`config.mk`:
```
export PLATFORM = sky130hd
export DESIGN_NAME = rgba_bf_div
export DESIGN_NICKNAME = d
export VERILOG_FILES = /design/src/rtl/core/rgba_bf_div.sv
export SDC_FILE = /design/constraint.sdc
export NUM_CORES = 1
export LEC_CHECK = 0
export ABC_AREA = 1
export BUFFER_PORTS_ARGS = -buffer_cell sky130_fd_sc_hd__buf_4
export CAP_MARGIN = 40
export CORE_MARGIN = 1
export CORE_UTILIZATION = 56
export DETAILED_ROUTE_END_ITERATION = 10
export HOLD_SLACK_MARGIN = 0.03
export PLACE_DENSITY = 0.83
export SYNTH_ARGS = -nofsm -noshare
export SYNTH_HDL_FRONTEND = slang
export SYNTH_SLANG_ARGS = --single-unit
```
`constraint.sdc`:
```
create_clock -name clk -period 2.7 [get_ports clk]
set_input_delay 0.135 -clock clk [delete_from_list [all_inputs] [get_ports clk]]
set_output_delay 0.135 -clock clk [all_outputs]
set_load 0.1 [all_outputs]
```
`src/rtl/core/rgba_bf_div.sv`:
```
// Restoring divider, one quotient bit per cycle, for the geometry sums.
`timescale 1ns / 1ps
`default_nettype none
module rgba_bf_div #(
  parameter int NUM_W = 22,
  parameter int DEN_W = 14
) (
  input  wire logic             clk,
  input  wire logic             rst,
  input  wire logic             go,
  input  wire logic [NUM_W-1:0] num,
  input  wire logic [DEN_W-1:0] den,
  output logic      [NUM_W-1:0] q,
  output logic                  done
);
  localparam int CW = $clog2(NUM_W + 1);

  logic [DEN_W-1:0] rem;
  logic [DEN_W-1:0] den_r;
  logic [CW-1:0]    cnt;
  logic             busy;
  logic [DEN_W:0]   trial;
  logic             fits;

  assign trial = {rem, q[NUM_W-1]};
  assign fits  = (trial >= {1'b0, den_r});

  always_ff @(posedge clk) begin
    if (rst) begin
      busy <= 1'b0;
      done <= 1'b0;
      cnt  <= '0;
    end else begin
      done <= 1'b0;
      if (go) begin
        rem   <= '0;
        q     <= num;
        den_r <= den;
        cnt   <= CW'(NUM_W);
        busy  <= 1'b1;
      end else if (busy) begin
        rem <= fits ? DEN_W'(trial - {1'b0, den_r}) : DEN_W'(trial);
        q   <= {q[NUM_W-2:0], fits};
        cnt <= cnt - CW'(1);
        if (cnt == CW'(1)) begin
          busy <= 1'b0;
          done <= 1'b1;
        end
      end
    end
  end
endmodule
`default_nettype wire

```
==> impl_metrics.tcl <==
set metrics [dict create \
    dp_slack_ns 0.633 \
    arrival_ns 2.17 \
    holdWs_ns 0.0719 \
    final.period_utilization_pct 77.5 \
    core_um2 5960 \
    firstDrtPassIters 4 \
    num-nets-final 574 \
    die_w_um 81.0 \
    grt_pass1_wl_um 12600 \
    cap_viol_max_count 0 \
    synth_flop_cell "edfxtp_1" \
    hp-class "input pin to register" \
    grt_pass1_vias 2891 \
    critPathLaunch "q[21]$_DFFE_PP_" \
    hold_violations 0 \
    avgViaCountPerCell 4.98 \
    drt-initial-drc-count 150 \
    setup_viol 0 \
    gr-usage-all-layers_pct 25.6 \
    routed-via-count 2975 \
    fmax_mhz 478 \
    worst-path-max-fanout 4 \
    slew_viol_final 0 \
    finalClockSkew_ns 0.00968 \
    io_pins 62 \
    yosysWarnings 0 \
    wl_per_cell_um 12.5 \
    holdCritStartpoint "num[7]" \
    dieArea_um2 6560 \
    fin_crit_ns 2.09 \
    leakagePower_uw 0.00218 \
    antenna_found_initial 0 \
    final_cell_mix "157 x nand2_1, 65 x inv_1, 63 x buf_4, 50 x edfxtp_1, 38 x nor2_1" \
    reg2reg_slack_ns 0.61 \
    clk_pin_slew_ns 0.06 \
    tightest_slew_ns 0.648 \
    cts_tree "built" \
    start_util_pct 58.7 \
    cts_resized 0 \
    overflow 0 \
    fin_tns_setup_ns 0 \
    netlist_instances 436 \
    final_common_cell "nand2_1" \
    ant_nets 0 \
    synth_edf_count 50 \
    syn_area_per_cell_um2 8.01 \
    route.detailed.drc 0 \
    synth_seq_cells 57 \
    timing.rr.start "q[21]$_DFFE_PP_" \
    portBuffers 61 \
    grt_max_degree 29 \
    status "finished, final reports clean" \
    p_total_uw 2630 \
    htree_levels 3 \
    critPathRequiredTime_ns 2.78 \
    dpl.hpwl_um 5330 \
    relSlewSlack_pct 56.7 \
    fin_ws_ns 0.609 \
    cts_buffer_depth 2 \
    antenna_cells 0 \
    die_y_um 81.0 \
    finalWeightedCongestion 0.944 \
    crit_path_end_kind "register" \
    area_growth_syn_to_layout_pct 24.9 \
    clk_latency_ns 0.33 \
    cts_buffers 9 \
    syn_area_um2 3490 \
    pwr_density_cell_nw_per_um2 603 \
    async_flop_share_pct 0 \
    synth_nets 493 \
    critPathLaunchType "register" \
    wirelength_um 7480 \
    cts-root-buf "clkbuf_8" \
    drive_gt1_share_pct 22.6 \
    peakVddDrop_mv 0.490 \
    cts.sinks 57 \
    placed_area_um2 4030 \
    ys_seq_area_share_pct 47.0 \
    crit_type "register to register" \
    rsz0062_at_grt "false" \
    fill_cells 473 \
    fin_area_um2 4360 \
    ys_types 33 \
    fp-row-count 28 \
    postCtsSetupBuffers 0 \
]
## synth_stat cells, drive strengths merged (3+ instances only)
cell | count | area [um2]
nand2 | 171 | 682
inv | 72 | 270
nor2 | 52 | 243
edfxtp | 50 | 1500
nand3 | 19 | 113
ha | 17 | 213
a21oi | 9 | 52.6
dfxtp | 7 | 140
buf | 6 | 48.8
nand3b | 6 | 45.0
nand4 | 6 | 37.5
o21ai | 5 | 25.0
xnor2 | 5 | 43.8
clkbuf | 3 | 11.3
## timing repair
item | 4_1_cts | 5_1_grt
hold endpoints to repair | 16 | 0
hold buffers | 15 | 0
endpoints found under the setup margin | 0 | 0
## routing by layer
metal	global-route usage, %	up-vias	wire length (um)	share of wire (%)
li1	-	1522	-	-
met1	31.8	1337	3160	42
met2	40.8	103	3640	49
met3	8.09	13	562	7.5
met4	11.3	0	116	1.6
met5	0	-	0	0
## logic make-up (layout without fill, tap and decap cells)
family | count (synthesis) | in the layout | synth area share, %
AO/OA/AOI/OAI | 16 | 16 | 2.65
buffers and inverters | 82 | 168 | 9.60
AND/OR/NAND/NOR | 257 | 257 | 32.6
XOR/XNOR | 6 | 6 | 1.50
flip-flops | 57 | 57 | 47.0
adder cells (fa/ha/maj) | 18 | 18 | 6.66
## layout make-up
type	instances	area (um2)	share of cell area (%)
Multi-Input combinational cell	297	1520	34.9
Sequential cell	57	1640	37.6
Clock inverter	6	58.8	1.35
Tap cell	75	93.8	2.15
Inverter	73	275	6.31
Clock buffer	10	128	2.92
Timing Repair Buffer	79	643	14.7
## metrics by stage
step,utilization (%),instances
floorplan,-,436
global placement,67.6,566
detailed placement,67.6,566
CTS,73.3,597
global route,73.3,597
finish,73.3,597
## path summary, 6_finish.rpt
path / end / depth (start not counted)
setup / recovery: rem[8]$_SDFFCE_PP0P_ / 12
hold / removal: q[7]$_DFFE_PP_ / 3
setup reg to reg: rem[8]$_SDFFCE_PP0P_ / 12
hold reg to reg: cnt[4]$_SDFFE_PP0N_ / 2
## critical path, stage by stage (launching register included)
cell,delay (ns)
edfxtp_1,0.42
inv_1,0.10
ha_1,0.15
inv_1,0.05
fa_1,0.42
nand3_1,0.11
nand2_1,0.12
a21oi_1,0.20
nand2_1,0.08
nand2_1,0.07
nand2_1,0.04
inv_1,0.05
nor2_1,0.04
## state kept, by name (all words and copies together) (netlist names)
register  cells
busy          1
cnt           5
den_r        14
done          1
q            22
rem          14
## where the power goes
part	total, uW	switching (uW)	internal, uW	leakage, uW
registers	1080	33.7	1050	0.000538
logic	801	536	266	0.00155
clock network	753	334	419	0.0000897
No activity file was read; power rests on OpenSTA's default activity.
